==> src/tcce_pkg.sv <==
// Types, codes and constants shared by the text console cursor engine.
// No dependencies; every other file in src/ imports this package.
package tcce_pkg;

  // Grid and history limits
  localparam logic [7:0] GridColsMax  = 8'd128;
  localparam logic [5:0] GridRowsMax  = 6'd48;
  localparam logic [7:0] HistoryDepth = 8'd200;

  // Register reset values
  localparam logic [7:0] ColsDefault = 8'd80;
  localparam logic [5:0] RowsDefault = 6'd25;
  localparam logic [3:0] FgDefault   = 4'd7;
  localparam logic [3:0] BgDefault   = 4'd0;

  localparam logic [2:0] TabStop = 3'd4;

  // Character codes
  localparam logic [7:0] ChBackspace = 8'd8;
  localparam logic [7:0] ChTab       = 8'd9;
  localparam logic [7:0] ChNewline   = 8'd10;
  localparam logic [7:0] ChSpace     = 8'h20;

  // Command queue depth, power of two
  localparam int unsigned QueueDepth = 4;

  typedef enum logic [1:0] {
    ACT_BYTE      = 2'd0,
    ACT_PAGE_UP   = 2'd1,
    ACT_PAGE_DOWN = 2'd2,
    ACT_CLEAR     = 2'd3
  } action_e;

  typedef enum logic [1:0] {
    CFG_COLUMNS = 2'd0,
    CFG_ROWS    = 2'd1,
    CFG_FG      = 2'd2,
    CFG_BG      = 2'd3
  } cfg_idx_e;

  typedef enum logic [2:0] {
    KIND_CELL    = 3'd0,
    KIND_SCROLL  = 3'd1,
    KIND_VIEW    = 3'd2,
    KIND_CLEARED = 3'd3,
    KIND_CURSOR  = 3'd4
  } kind_e;

  typedef enum logic [2:0] {
    OP_CHAR      = 3'd0,
    OP_TAB       = 3'd1,
    OP_NEWLINE   = 3'd2,
    OP_BACKSPACE = 3'd3,
    OP_PAGE_UP   = 3'd4,
    OP_PAGE_DOWN = 3'd5,
    OP_CLEAR     = 3'd6
  } op_e;

  typedef enum logic [1:0] {
    ST_BEGIN  = 2'd0,
    ST_ACT    = 2'd1,
    ST_SCROLL = 2'd2,
    ST_CURSOR = 2'd3
  } step_e;

  typedef struct packed {
    logic [1:0] action;
    logic [7:0] char_code;
    logic       end_of_write;
  } in_item_t;

  typedef struct packed {
    logic [2:0] kind;
    logic [5:0] row;
    logic [6:0] col;
    logic [7:0] glyph;
    logic [3:0] fg;
    logic [3:0] bg;
    logic [7:0] view_offset;
    logic [7:0] history_count;
    logic       last;
  } out_item_t;

  // Classified command held in the queue
  typedef struct packed {
    op_e        op;
    logic [7:0] glyph;
    logic       eow;
  } cmd_t;

  // Effective (already clamped) grid settings and colours
  typedef struct packed {
    logic [7:0] cols;
    logic [5:0] rows;
    logic [3:0] fg;
    logic [3:0] bg;
  } grid_cfg_t;

endpackage

==> src/text_console_cursor_engine_core.sv <==
// Text console cursor engine: top level with configuration registers.
// Depends on tcce_pkg, tcce_front, tcce_fifo and tcce_back.
//
// A command is accepted every cycle while the four-entry command queue has
// room; the back end then emits each command's results in turn (a byte: its
// cell, with snap-to-live, scroll and cursor reports where they apply; a tab:
// a cell per pad space, a scroll per wrap on the last row, plus snap-to-live
// and cursor reports) and still takes a step for a command with no result.
// Sustained rate is therefore set by the back end's one-result-per-cycle
// sequencer while the output is not stalled. An accepted command goes through
// the command queue before its first result reaches the output register,
// which takes a new result in the same cycle the previous one is taken.
// Configuration writes must happen with the block idle; grid sizes out of
// range are clamped when written.
module text_console_cursor_engine_core (
  input  logic                 clk_i,
  input  logic                 rst_ni,
  input  logic                 in_valid_i,
  output logic                 in_stall_o,
  input  tcce_pkg::in_item_t   in_item_i,
  output logic                 out_valid_o,
  input  logic                 out_stall_i,
  output tcce_pkg::out_item_t  out_item_o,
  input  logic                 cfg_we_i,
  input  logic [1:0]           cfg_index_i,
  input  logic [7:0]           cfg_data_i
);
  import tcce_pkg::*;

  localparam logic [7:0] ColsReset = (ColsDefault > GridColsMax) ? GridColsMax : ColsDefault;
  localparam logic [5:0] RowsReset = (RowsDefault > GridRowsMax) ? GridRowsMax : RowsDefault;

  grid_cfg_t cfg_q;
  logic      full, push, head_valid, pop;
  cmd_t      push_cmd, head_cmd;

  always_ff @(posedge clk_i or negedge rst_ni) begin
    if (!rst_ni) begin
      cfg_q.cols <= ColsReset;
      cfg_q.rows <= RowsReset;
      cfg_q.fg   <= FgDefault;
      cfg_q.bg   <= BgDefault;
    end else if (cfg_we_i) begin
      unique case (cfg_idx_e'(cfg_index_i))
        CFG_COLUMNS: begin
          if (cfg_data_i == '0)              cfg_q.cols <= 8'd1;
          else if (cfg_data_i > GridColsMax) cfg_q.cols <= GridColsMax;
          else                               cfg_q.cols <= cfg_data_i;
        end
        CFG_ROWS: begin
          if (cfg_data_i[5:0] == '0)              cfg_q.rows <= 6'd1;
          else if (cfg_data_i[5:0] > GridRowsMax) cfg_q.rows <= GridRowsMax;
          else                                    cfg_q.rows <= cfg_data_i[5:0];
        end
        CFG_FG:  cfg_q.fg <= cfg_data_i[3:0];
        CFG_BG:  cfg_q.bg <= cfg_data_i[3:0];
        default: ;
      endcase
    end
  end

  tcce_front u_front (
    .in_valid_i (in_valid_i),
    .in_stall_o (in_stall_o),
    .in_item_i  (in_item_i),
    .full_i     (full),
    .push_o     (push),
    .cmd_o      (push_cmd)
  );

  tcce_fifo u_fifo (
    .clk_i   (clk_i),
    .rst_ni  (rst_ni),
    .push_i  (push),
    .cmd_i   (push_cmd),
    .pop_i   (pop),
    .full_o  (full),
    .valid_o (head_valid),
    .head_o  (head_cmd)
  );

  tcce_back u_back (
    .clk_i        (clk_i),
    .rst_ni       (rst_ni),
    .cfg_i        (cfg_q),
    .head_valid_i (head_valid),
    .head_i       (head_cmd),
    .pop_o        (pop),
    .out_valid_o  (out_valid_o),
    .out_stall_i  (out_stall_i),
    .out_item_o   (out_item_o)
  );

`ifndef SYNTHESIS
  a_hist_capped: assert property (@(posedge clk_i) disable iff (!rst_ni)
    out_valid_o |-> (out_item_o.history_count <= HistoryDepth))
    else $error("history count above depth");

  a_view_within_hist: assert property (@(posedge clk_i) disable iff (!rst_ni)
    out_valid_o |-> (out_item_o.view_offset <= out_item_o.history_count))
    else $error("view offset beyond history");

  a_clear_result: assert property (@(posedge clk_i) disable iff (!rst_ni)
    (out_valid_o && (out_item_o.kind == KIND_CLEARED)) |->
      (out_item_o.history_count == '0 && out_item_o.view_offset == '0 &&
       out_item_o.last))
    else $error("cleared result carries stale state");

  a_cell_in_grid: assert property (@(posedge clk_i) disable iff (!rst_ni)
    (out_valid_o && (out_item_o.kind == KIND_CELL)) |->
      ({1'b0, out_item_o.col} < cfg_q.cols && out_item_o.row < cfg_q.rows))
    else $error("cell write outside grid");
`endif

endmodule

==> src/tcce_front.sv <==
// Front end: takes input transactions and classifies them into queue commands.
// Depends on tcce_pkg.
module tcce_front (
  input  logic                in_valid_i,
  output logic                in_stall_o,
  input  tcce_pkg::in_item_t  in_item_i,
  input  logic                full_i,
  output logic                push_o,
  output tcce_pkg::cmd_t      cmd_o
);
  import tcce_pkg::*;

  assign in_stall_o = full_i;
  assign push_o     = in_valid_i && !full_i;

  always_comb begin
    cmd_o.glyph = in_item_i.char_code;
    cmd_o.eow   = 1'b0;
    cmd_o.op    = OP_CLEAR;
    unique case (action_e'(in_item_i.action))
      ACT_BYTE: begin
        cmd_o.eow = in_item_i.end_of_write;
        if (in_item_i.char_code == ChNewline) begin
          cmd_o.op = OP_NEWLINE;
        end else if (in_item_i.char_code == ChTab) begin
          cmd_o.op    = OP_TAB;
          cmd_o.glyph = ChSpace;
        end else if (in_item_i.char_code == ChBackspace) begin
          cmd_o.op = OP_BACKSPACE;
        end else begin
          cmd_o.op = OP_CHAR;
        end
      end
      ACT_PAGE_UP:   cmd_o.op = OP_PAGE_UP;
      ACT_PAGE_DOWN: cmd_o.op = OP_PAGE_DOWN;
      ACT_CLEAR:     cmd_o.op = OP_CLEAR;
      default:       cmd_o.op = OP_CLEAR;
    endcase
  end

endmodule

==> src/tcce_fifo.sv <==
// Short command queue between front and back ends.
// Depends on tcce_pkg (cmd_t, QueueDepth).
module tcce_fifo (
  input  logic            clk_i,
  input  logic            rst_ni,
  input  logic            push_i,
  input  tcce_pkg::cmd_t  cmd_i,
  input  logic            pop_i,
  output logic            full_o,
  output logic            valid_o,
  output tcce_pkg::cmd_t  head_o
);
  import tcce_pkg::*;

  localparam int unsigned PtrW = $clog2(QueueDepth);
  localparam int unsigned CntW = $clog2(QueueDepth + 1);

  cmd_t            entry_q [QueueDepth];
  logic [PtrW-1:0] wr_ptr_q, rd_ptr_q;
  logic [CntW-1:0] count_q;

  assign full_o  = (count_q == CntW'(QueueDepth));
  assign valid_o = (count_q != '0);
  assign head_o  = entry_q[rd_ptr_q];

  always_ff @(posedge clk_i) begin
    if (push_i) begin
      entry_q[wr_ptr_q] <= cmd_i;
    end
  end

  always_ff @(posedge clk_i or negedge rst_ni) begin
    if (!rst_ni) begin
      wr_ptr_q <= '0;
      rd_ptr_q <= '0;
      count_q  <= '0;
    end else begin
      if (push_i) wr_ptr_q <= wr_ptr_q + PtrW'(1);
      if (pop_i)  rd_ptr_q <= rd_ptr_q + PtrW'(1);
      if (push_i && !pop_i) begin
        count_q <= count_q + CntW'(1);
      end else if (pop_i && !push_i) begin
        count_q <= count_q - CntW'(1);
      end
    end
  end

endmodule

==> src/tcce_back.sv <==
// Back end: executes queued commands, holds cursor/history/view state and
// drives the output register. Depends on tcce_pkg.
module tcce_back (
  input  logic                 clk_i,
  input  logic                 rst_ni,
  input  tcce_pkg::grid_cfg_t  cfg_i,
  input  logic                 head_valid_i,
  input  tcce_pkg::cmd_t       head_i,
  output logic                 pop_o,
  output logic                 out_valid_o,
  input  logic                 out_stall_i,
  output tcce_pkg::out_item_t  out_item_o
);
  import tcce_pkg::*;

  step_e      step_q, step_d;
  logic [6:0] col_q, col_d;
  logic [5:0] row_q, row_d;
  logic [7:0] hist_q, hist_d;
  logic [7:0] view_q, view_d;
  logic [2:0] pad_q, pad_d;

  logic       out_valid_q;
  out_item_t  out_q, res;
  logic       emit, done, view_step;
  logic       act_done;
  step_e      act_step;

  logic       advance, at_begin, is_byte, do_act;
  logic [6:0] col_cl, col_a;
  logic [5:0] row_cl, row_a;
  logic [2:0] pad_new, pad_a, pad_left;
  logic [7:0] col_inc;
  logic [6:0] row_inc;
  logic       wrap, row_end;
  logic [7:0] hist_inc;
  logic [8:0] view_up;
  logic       view_last;

  assign advance  = head_valid_i && (!out_valid_q || !out_stall_i);
  assign at_begin = (step_q == ST_BEGIN);
  assign is_byte  = (head_i.op == OP_CHAR) || (head_i.op == OP_TAB) ||
                    (head_i.op == OP_NEWLINE) || (head_i.op == OP_BACKSPACE);
  assign do_act   = advance &&
                    ((step_q == ST_ACT) || (at_begin && is_byte && (view_q == '0)));

  // cursor cut back into the grid before a byte is handled
  assign col_cl = ({1'b0, col_q} >= cfg_i.cols) ? 7'(cfg_i.cols - 8'd1) : col_q;
  assign row_cl = (row_q >= cfg_i.rows) ? (cfg_i.rows - 6'd1) : row_q;

  assign pad_new  = (head_i.op == OP_TAB) ? (TabStop - {1'b0, col_cl[1:0]}) : 3'd1;
  assign col_a    = at_begin ? col_cl : col_q;
  assign row_a    = at_begin ? row_cl : row_q;
  assign pad_a    = at_begin ? pad_new : pad_q;
  assign pad_left = pad_a - 3'd1;

  assign col_inc  = {1'b0, col_a} + 8'd1;
  assign wrap     = (col_inc >= cfg_i.cols);
  assign row_inc  = {1'b0, row_a} + 7'd1;
  assign row_end  = (row_inc >= {1'b0, cfg_i.rows});
  assign hist_inc = (hist_q < HistoryDepth) ? (hist_q + 8'd1) : hist_q;
  assign view_up  = {1'b0, view_q} + {3'b000, cfg_i.rows};

  // nothing follows the snap-to-live report
  assign view_last = !((head_i.op == OP_CHAR) || (head_i.op == OP_TAB) ||
                       ((head_i.op == OP_BACKSPACE) && (col_a != '0)) ||
                       ((head_i.op == OP_NEWLINE) && row_end) || head_i.eow);

  // where a character action goes next
  always_comb begin
    act_step = ST_BEGIN;
    act_done = 1'b0;
    unique case (head_i.op)
      OP_CHAR, OP_TAB: begin
        if (wrap && row_end) begin
          act_step = ST_SCROLL;
        end else if (pad_left != '0) begin
          act_step = ST_ACT;
        end else if (head_i.eow) begin
          act_step = ST_CURSOR;
        end else begin
          act_done = 1'b1;
        end
      end
      OP_NEWLINE: begin
        if (row_end && head_i.eow) act_step = ST_CURSOR;
        else                       act_done = 1'b1;
      end
      OP_BACKSPACE: begin
        if ((col_a != '0) && head_i.eow) act_step = ST_CURSOR;
        else                             act_done = 1'b1;
      end
      default: act_done = 1'b1;
    endcase
  end

  // next step
  always_comb begin
    step_d = step_q;
    done   = 1'b0;
    if (advance) begin
      unique case (step_q)
        ST_BEGIN: begin
          if (!is_byte) begin
            done = 1'b1;
          end else if (view_q != '0) begin
            step_d = ST_ACT;
          end else begin
            step_d = act_step;
            done   = act_done;
          end
        end
        ST_ACT: begin
          step_d = act_step;
          done   = act_done;
        end
        ST_SCROLL: begin
          if (pad_q != '0) begin
            step_d = ST_ACT;
          end else if (head_i.eow) begin
            step_d = ST_CURSOR;
          end else begin
            done = 1'b1;
          end
        end
        ST_CURSOR: done = 1'b1;
        default:   done = 1'b1;
      endcase
      if (done) step_d = ST_BEGIN;
    end
  end

  // results and state updates
  always_comb begin
    col_d     = col_q;
    row_d     = row_q;
    hist_d    = hist_q;
    view_d    = view_q;
    pad_d     = pad_q;
    emit      = 1'b0;
    view_step = 1'b0;
    res       = '0;
    if (advance) begin
      unique case (step_q)
        ST_BEGIN: begin
          unique case (head_i.op)
            OP_PAGE_UP: begin
              if (hist_q != '0) begin
                view_d   = (view_up > {1'b0, hist_q}) ? hist_q : view_up[7:0];
                emit     = 1'b1;
                res.kind = KIND_VIEW;
              end
            end
            OP_PAGE_DOWN: begin
              if (view_q != '0) begin
                view_d   = (view_q > {2'b00, cfg_i.rows}) ?
                           (view_q - {2'b00, cfg_i.rows}) : 8'd0;
                emit     = 1'b1;
                res.kind = KIND_VIEW;
              end
            end
            OP_CLEAR: begin
              col_d    = '0;
              row_d    = '0;
              hist_d   = '0;
              view_d   = '0;
              emit     = 1'b1;
              res.kind = KIND_CLEARED;
            end
            OP_CHAR, OP_TAB, OP_NEWLINE, OP_BACKSPACE: begin
              if (view_q != '0) begin
                col_d     = col_cl;
                row_d     = row_cl;
                pad_d     = pad_new;
                view_d    = '0;
                emit      = 1'b1;
                view_step = 1'b1;
                res.kind  = KIND_VIEW;
              end
            end
            default: ;
          endcase
        end
        ST_SCROLL: begin
          row_d    = cfg_i.rows - 6'd1;
          hist_d   = hist_inc;
          emit     = 1'b1;
          res.kind = KIND_SCROLL;
        end
        ST_CURSOR: begin
          emit     = 1'b1;
          res.kind = KIND_CURSOR;
          res.row  = row_q;
          res.col  = col_q;
        end
        default: ;
      endcase

      if (do_act) begin
        col_d = col_a;
        row_d = row_a;
        unique case (head_i.op)
          OP_CHAR, OP_TAB: begin
            emit      = 1'b1;
            res.kind  = KIND_CELL;
            res.row   = row_a;
            res.col   = col_a;
            res.glyph = head_i.glyph;
            res.fg    = cfg_i.fg;
            res.bg    = cfg_i.bg;
            pad_d     = pad_left;
            if (wrap) begin
              col_d = '0;
              // the scroll step moves the row when the grid is full
              if (!row_end) row_d = row_inc[5:0];
            end else begin
              col_d = col_inc[6:0];
            end
          end
          OP_NEWLINE: begin
            col_d = '0;
            if (row_end) begin
              row_d    = cfg_i.rows - 6'd1;
              hist_d   = hist_inc;
              emit     = 1'b1;
              res.kind = KIND_SCROLL;
            end else begin
              row_d = row_inc[5:0];
              if (head_i.eow) begin
                emit     = 1'b1;
                res.kind = KIND_CURSOR;
                res.row  = row_inc[5:0];
              end
            end
          end
          OP_BACKSPACE: begin
            if (col_a != '0) begin
              col_d     = col_a - 7'd1;
              emit      = 1'b1;
              res.kind  = KIND_CELL;
              res.row   = row_a;
              res.col   = col_a - 7'd1;
              res.glyph = ChSpace;
              res.fg    = cfg_i.fg;
              res.bg    = cfg_i.bg;
            end else if (head_i.eow) begin
              emit     = 1'b1;
              res.kind = KIND_CURSOR;
              res.row  = row_a;
              res.col  = col_a;
            end
          end
          default: ;
        endcase
      end
    end
    res.view_offset   = view_d;
    res.history_count = hist_d;
    res.last          = view_step ? view_last : done;
  end

  assign pop_o = done;

  always_ff @(posedge clk_i or negedge rst_ni) begin
    if (!rst_ni) begin
      step_q      <= ST_BEGIN;
      col_q       <= '0;
      row_q       <= '0;
      hist_q      <= '0;
      view_q      <= '0;
      pad_q       <= '0;
      out_valid_q <= 1'b0;
    end else begin
      step_q <= step_d;
      col_q  <= col_d;
      row_q  <= row_d;
      hist_q <= hist_d;
      view_q <= view_d;
      pad_q  <= pad_d;
      if (!out_valid_q || !out_stall_i) begin
        out_valid_q <= advance && emit;
      end
    end
  end

  always_ff @(posedge clk_i) begin
    if ((!out_valid_q || !out_stall_i) && advance && emit) begin
      out_q <= res;
    end
  end

  assign out_valid_o = out_valid_q;
  assign out_item_o  = out_q;

endmodule

==> config.mk <==
export PLATFORM = sky130hd
export DESIGN_NAME = text_console_cursor_engine_core
export DESIGN_NICKNAME = d
export VERILOG_FILES = /design/src/tcce_pkg.sv /design/src/text_console_cursor_engine_core.sv /design/src/tcce_front.sv /design/src/tcce_fifo.sv /design/src/tcce_back.sv
export SDC_FILE = /design/constraint.sdc
export NUM_CORES = 1
export LEC_CHECK = 0
export BUFFER_PORTS_ARGS = -buffer_cell sky130_fd_sc_hd__clkbuf_2
export CAP_MARGIN = 20
export CORE_ASPECT_RATIO = 0.8
export CORE_MARGIN = 8
export CORE_UTILIZATION = 54
export CTS_BUF_LIST = sky130_fd_sc_hd__clkbuf_8
export CTS_CLUSTER_DIAMETER = 100
export DETAILED_ROUTE_END_ITERATION = 6
export HOLD_SLACK_MARGIN = 0.1
export PLACE_DENSITY = 0.73
export SYNTH_ARGS = -nofsm -noshare
export SYNTH_HDL_FRONTEND = slang
export SYNTH_SLANG_ARGS = --single-unit
==> constraint.sdc <==
create_clock -name clk_i -period 16.35 [get_ports clk_i]
set_clock_uncertainty 0.2 [all_clocks]
set_input_delay 3.27 -clock clk_i [delete_from_list [all_inputs] [get_ports clk_i]]
set_output_delay 3.27 -clock clk_i [all_outputs]
set_load 0.02 [all_outputs]
# Word level (Yosys, flattened, before mapping)
# Memories as Yosys holds them, arrays and structs flattened.
# Cells that the tools add are included.
[totals]
ff_bits = 113
latchBits = 0
ram_bits = 48
romBits = 0
inputBits = 26
out_inout_bits = 51
elab_cells = 238
n_memories = 1
[op_classes]
add_sub_neg = 14
n_mul = 0
n_div = 0
n_lt_le_gt_ge = 9
eq_ne = 24
shifts = 0
n_mux = 108
bitwise = 0
n_reduce_logical = 59
[mem_list]
columns = ["name", "depth", "width", "read_ports", "rd_clocked_by_memory_dff", "write_ports", "line_no", "rtl"]
rows = [
  ["u_fifo.entry_q", 4, 12, 1, 0, 1, "tcce_fifo.sv:18", "cmd_t entry_q [QueueDepth];"],
]
[op_table]
columns = ["operator", "count"]
rows = [
  ["8-bit 2-to-1 mux", 17],
  ["6-bit 2-to-1 mux", 10],
  ["7-bit 2-to-1 mux", 7],
  ["23-bit one-hot mux with 2 select lines", 1],
  ["6-bit one-hot mux with 2 select lines", 3],
  ["3-bit 2-to-1 mux", 11],
  ["16-bit 2-to-1 mux", 2],
  ["32-bit 2-to-1 mux", 1],
  ["8-bit one-hot mux with 4 select lines", 1],
  ["2-bit 2-to-1 mux", 14],
  ["9-bit one-hot mux with 3 select lines", 1],
  ["8-bit by 4-bit equality test with 1-bit output, second input constant", 3],
  ["1-bit 2-to-1 mux", 23],
  ["7-bit one-hot mux with 3 select lines", 1],
  ["9-bit 2-to-1 mux", 2],
  ["3-bit one-hot mux with 3 select lines", 2],
  ["8-bit zero test", 2],
  ["8-bit one-hot mux with 2 select lines", 1],
  ["8-bit nonzero test", 2],
  ["1-bit logical AND", 15],
  ["3-bit nonzero test", 5],
  ["14-bit 2-to-1 mux", 1],
  ["7-bit one-hot mux with 2 select lines", 1],
  ["7-bit by 1-bit subtractor with 7-bit output, second input constant", 2],
  ["other kinds (47)", 86],
]

# Logic depth before layout (Yosys ltp)
[depth]
ltp_word = 18
depth_mapped = 27
mapped_depth_nobuf = 25

# Cells and area by module
# A second synthesis with hierarchy kept.
[unflattened]
cells_unflattened = 1061
hier_area_um2 = 10687.8
[by_module_without_submodules]
columns = ["module", "n_inst", "cells_per_inst", "area_each_um2", "seq_area_each_um2"]
rows = [
  ["tcce_back", 1, 865, 7469.7, 2347.3],
  ["tcce_fifo", 1, 97, 2154.6, 1616.6],
  ["text_console_cursor_engine_core", 1, 77, 923.4, 560.5],
  ["tcce_front", 1, 22, 140.1, 0.0],
]

# Least setup slack after synthesis
# No wires, ideal clock.
[synth_timing]
path_kind = "input-to-reg"
startpoint = "input out_stall_i"
endpoint = "register u_back.out_q, in the netlist u_back.out_item_o[0] (enable)"
setup_ns = 0.412
arrival_time_ns = 5.288
t_required_ns = 15.738
setup_slack_ns = 10.451
stages = 5
path_buffers = 2
path_cell_list = "nand2_1 -> o31a_1 -> clkbuf_1 -> buf_1 -> and2_1"
[synth_via]
elab_chain_cells = 7
word_cells_on_any_way = 8
classes_between = "mux (2); reduce/logical (6)"
[synth_lines]
columns = ["element", "line_no", "rtl"]
rows = [
  ["start, declared", "text_console_cursor_engine_core.sv:22", "input logic out_stall_i,"],
  ["1-bit zero test (*)", "tcce_back.sv:40, tcce_back.sv:287", ""],
  ["1-bit logical OR (*)", "tcce_back.sv:40, tcce_back.sv:287", ""],
  ["1-bit logical AND", "tcce_back.sv:40", "assign advance = head_valid_i && (!out_valid_q || !out_stall_i);"],
  ["1-bit logical AND", "tcce_back.sv:44", "assign do_act = advance &&"],
  ["1-bit 2-to-1 mux", "tcce_back.sv:199", "if (do_act) begin"],
  ["1-bit 2-to-1 mux", "tcce_back.sv:143", "if (advance) begin"],
  ["1-bit logical AND (*)", "tcce_back.sv:287", "if ((!out_valid_q || !out_stall_i) && advance && emit) begin"],
  ["end signal, assigned", "tcce_back.sv:288", "out_q <= res;"],
  ["end, declared", "tcce_back.sv:24", "out_item_t out_q, res;"],
]
# Mark *: on every way between the ends. The rest lies on a longest branch, timed or not.
# A chain may end at the register's enable or synchronous reset.

# Worst setup path in the final report
[layout_timing]
startpoint = "register u_back.col_q[2]"
endpoint = "register u_fifo.count_q[1]"
[layout_via]
elab_chain_cells = 18
word_cells_on_any_way = 27
classes_between = "add/sub (3); order compare (2); mux (14); reduce/logical (8)"
[layout_lines]
columns = ["element", "line_no", "rtl"]
rows = [
  ["start, declared", "tcce_back.sv:17", "logic [6:0] col_q, col_d;"],
  ["start signal, assigned", "tcce_back.sv:275", "col_q <= col_d;"],
  ["branches (longest 9 deep; another with 7-bit by 8-bit greater-or-equal comparator with 1-bit output)", "n/a", ""],
  ["1-bit one-hot mux with 3 select lines (*)", "tcce_back.sv:73", "unique case (head_i.op)"],
  ["1-bit 2-to-1 mux", "tcce_back.sv:106", "end else if (view_q != '0) begin"],
  ["1-bit 2-to-1 mux", "tcce_back.sv:104", "if (!is_byte) begin"],
  ["1-bit one-hot mux with 4 select lines (*)", "tcce_back.sv:102", "unique case (step_q)"],
  ["1-bit 2-to-1 mux (*) (2 in a row)", "tcce_back.sv:101", "if (advance) begin"],
  ["1-bit zero test", "tcce_fifo.sv:40", "if (push_i && !pop_i) begin"],
  ["1-bit logical AND", "tcce_fifo.sv:40", ""],
  ["3-bit 2-to-1 mux or 2-bit nonzero test (tied branches)", "n/a", ""],
  ["end signal, assigned", "tcce_fifo.sv:41", "count_q <= count_q + CntW'(1);"],
  ["end signal, assigned", "tcce_fifo.sv:43", "count_q <= count_q - CntW'(1);"],
  ["end, declared", "tcce_fifo.sv:20", "logic [CntW-1:0] count_q;"],
]
# Every way passes the cells marked *. The select of a mux whose other input is x is not followed.

==> impl_metrics.json <==
{
  "cp-end-kind": "register",
  "synth_area_mm2": 0.01065,
  "cts_num_sinks": 161,
  "clock_latency_ns": 0.48,
  "cts_resized": 0,
  "setup.worst_path.class": "reg2reg",
  "yosysSeqAreaShare": 0.4249,
  "status": "finished, final reports clean",
  "finalCritPeriodShare": 0.4020,
  "hold_slack_ns": 0.3045,
  "avgSynthCellArea_um2": 10.09,
  "drive_gt1_frac": 0.1734,
  "finalSetupViolations": 0,
  "yosys.cell_types.count": 90,
  "diodes": 0,
  "cts_buffers": 17,
  "grt_pass1_vias": 8472,
  "synth_top_cell_by_area": "edfxtp_1",
  "fin_util": 0.5944,
  "vias": 8803,
  "io_pins": 77,
  "first_pass_iters": 6,
  "synth_nets": 1151,
  "async_reset_ff_frac": 0.3975,
  "routabilityCongestion": 0.9393,
  "core_area_mm2": 0.01957,
  "gr-usage-all-layers": 0.2327,
  "path_clk_slew_ns": 0.12,
  "instances_no_fill": 1383,
  "start_util": 0.5442,
  "cts_setup_buffers": 0,
  "die_area_mm2": 0.02450,
  "die_y_um": 141.6,
  "yosysWarnings": 0,
  "area_growth_pct": 9.224,
  "worst_pin_slew_ns": 0.9544,
  "dpl.hpwl_mm": 21.15,
  "placedCellCount": 1351,
  "cp.required_ns": 16.52,
  "crit_slowest_cell": "dfrtp_1",
  "cts_max_level": 4,
  "cts_tree": "done",
  "critPathArrivalTime_ns": 6.74,
  "period_minus_slack_ns": 6.573,
  "drc": 0,
  "cpPeakStageDelay_ns": 0.63,
  "vias_per_cell": 6.365,
  "row_count": 46,
  "cts_buffer_depth": 2,
  "yosys-top-cells-area": "edfxtp_1 27%, dfrtp_1 13%, ha_1 7.9%",
  "tns_ns": 0,
  "start_kind": "register",
  "fmax_mhz": 152.1,
  "dieWidth_um": 173.0,
  "wl_per_cell_um": 20.83,
  "synth_edf_count": 97,
  "grt_max_degree": 65,
  "grt-ovfl-total": 0,
  "fin_nets": 1202,
  "drt-total-wl_mm": 28.80,
  "io_buffers": 76,
  "cts_hold_buffers": 0,
  "hold_path.class": "reg2reg",
  "maxCapViolations": 0,
  "ant_nets": 0,
  "hold_violations": 0,
  "critPathMaxFanout": 11,
  "synthCells": 1055,
  "max_slew_margin": 0.3638,
  "antenna_found_initial": 0,
  "yosysTopAreaCellShare": 0.2735,
  "crit_chain": "ha_1, o21a_1, nor2_1, o31ai_1, nand2_1, o21ai_1, ha_1, nand4_1, xor2_1, ha_1, a2111oi_0, inv_1, o31a_1, o21ai_0, o21ai_2, a31oi_4, nand2_2, ha_1, inv_1, fa_1, mux2_2",
  "rsz0062_at_grt": "false",
  "grt_pass1_wl_mm": 45.93,
  "drtIter0Drc": 1054,
  "synth_ff_type": "edfxtp_1",
  "slew_viol_final": 0,
  "synth-seq-cells": 161,
  "crit_path_frequent_cell": "ha_1",
  "cts-root-buf": "clkbuf_8"
}
==> stage by stage <==
stage | instance area (µm²) | worst slack (ns)
floorplan | 10650 | 10.45
global placement | 11180 | 9.895
detailed placement | 11180 | 9.732
CTS | 11630 | 9.951
global route | 11630 | 9.473
finish | 11630 | 9.777
==> layout make-up <==
cell class / instances / area (µm²)
clock buffer: 17 / 234.0
clock inverter: 15 / 216.5
fill: 1700 / 7938
inverter: 58 / 217.7
multi-input combinational: 787 / 5690
sequential: 161 / 4524
tap: 264 / 330.3
timing repair buffer: 81 / 417.9
==> synthesized netlist by cell type, drive strengths merged (6+ instances only) <==
| library cell | n |
|---|---|
| a21o | 10 |
| a21oi | 66 |
| a221oi | 10 |
| a22oi | 14 |
| a31oi | 28 |
| and2 | 34 |
| and3 | 16 |
| buf | 17 |
| clkbuf | 32 |
| dfrtp | 56 |
| dfstp | 8 |
| edfxtp | 97 |
| ha | 67 |
| inv | 58 |
| mux2 | 19 |
| mux2i | 22 |
| mux4 | 11 |
| nand2 | 87 |
| nand2b | 14 |
| nand3 | 25 |
| nand4 | 11 |
| nor2 | 66 |
| nor2b | 10 |
| nor3 | 28 |
| nor4 | 7 |
| o211ai | 14 |
| o21a | 10 |
| o21ai | 73 |
| o221ai | 7 |
| o31ai | 9 |
| or2 | 6 |
| or3 | 7 |
| or4 | 6 |
| xnor2 | 28 |
| xor2 | 13 |
==> worst paths after layout <==
| path | from | end | slack [ns] | depth (start not counted) |
|---|---|---|---|---|
| min | cfg_q[20] | cfg_q[20] | 0.30 | 2 |
| max in group asynchronous | rst_ni | cfg_q[15] | 12.53 | 2 |
| min in group asynchronous | rst_ni | u_back.col_q[0] | 2.80 | 2 |
| min reg2reg | cfg_q[20] | cfg_q[20] | 0.30 | 2 |
| max | u_back.col_q[2] | u_fifo.count_q[1] | 9.78 | 21 |
| max reg2reg | u_back.col_q[2] | u_fifo.count_q[1] | 9.78 | 21 |
==> flip-flops by register name, indices dropped and copies added (netlist names) <==
register            count
u_back.step_q           2
cfg_q                  22
u_back.out_item_o      49
u_back.hist_q           8
u_back.pad_q            3
u_fifo.wr_ptr_q         2
u_fifo.entry_q         48
u_back.row_q            6
u_back.col_q            7
u_fifo.count_q          3
u_back.out_valid_o      1
u_fifo.rd_ptr_q         2
u_back.view_q           8
==> cells in the final DEF (no fill, tap or decap), types with 11 or more instances in the layout <==
master    instances
edfxtp_1         97
nand2_1          84
clkbuf_2         75
ha_1             67
a21oi_1          64
nor2_1           62
o21ai_0          61
inv_1            58
dfrtp_1          56
and2_1           31
xnor2_1          28
a31oi_1          27
nor3_1           26
nand3_1          25
mux2i_1          21
mux2_2           19
clkbuf_8         17
and3_1           16
a22oi_1          14
nand2b_1         13
xor2_1           13
o211ai_1         13
mux4_2           11
nand4_1          11
==> routing by layer <==
layer	global-route usage	wire [µm]	up-vias
met5	0	0	-
met4	0.05842	431	0
met3	0.05498	2880	50
met2	0.3501	12550	470
met1	0.3337	12950	4217
li1	-	-	4066
==> cells by family (layout without fill, tap and decap cells) <==
group | after synthesis | count (layout) | synth area share
buf+inv | 107 | 171 | 0.04136
mux | 52 | 52 | 0.06439
xor+xnor | 41 | 41 | 0.03372
compound gates | 292 | 292 | 0.1852
simple gates | 332 | 332 | 0.1661
flops | 161 | 161 | 0.4249
fa+ha+maj | 70 | 70 | 0.08436
==> critical path: cells and delay by family, from the launching register on <==
kind / cells / cell delay, ns
compound gates: 8 / 2.69
xor+xnor: 1 / 0.20
fa+ha+maj: 5 / 1.60
buf+inv: 2 / 0.17
flops: 1 / 0.63
mux: 1 / 0.28
simple gates: 4 / 0.71
Power is left out: the tool's default activity adds up to more than one toggle a clock period on the data nets, which glitch-free logic cannot reach.
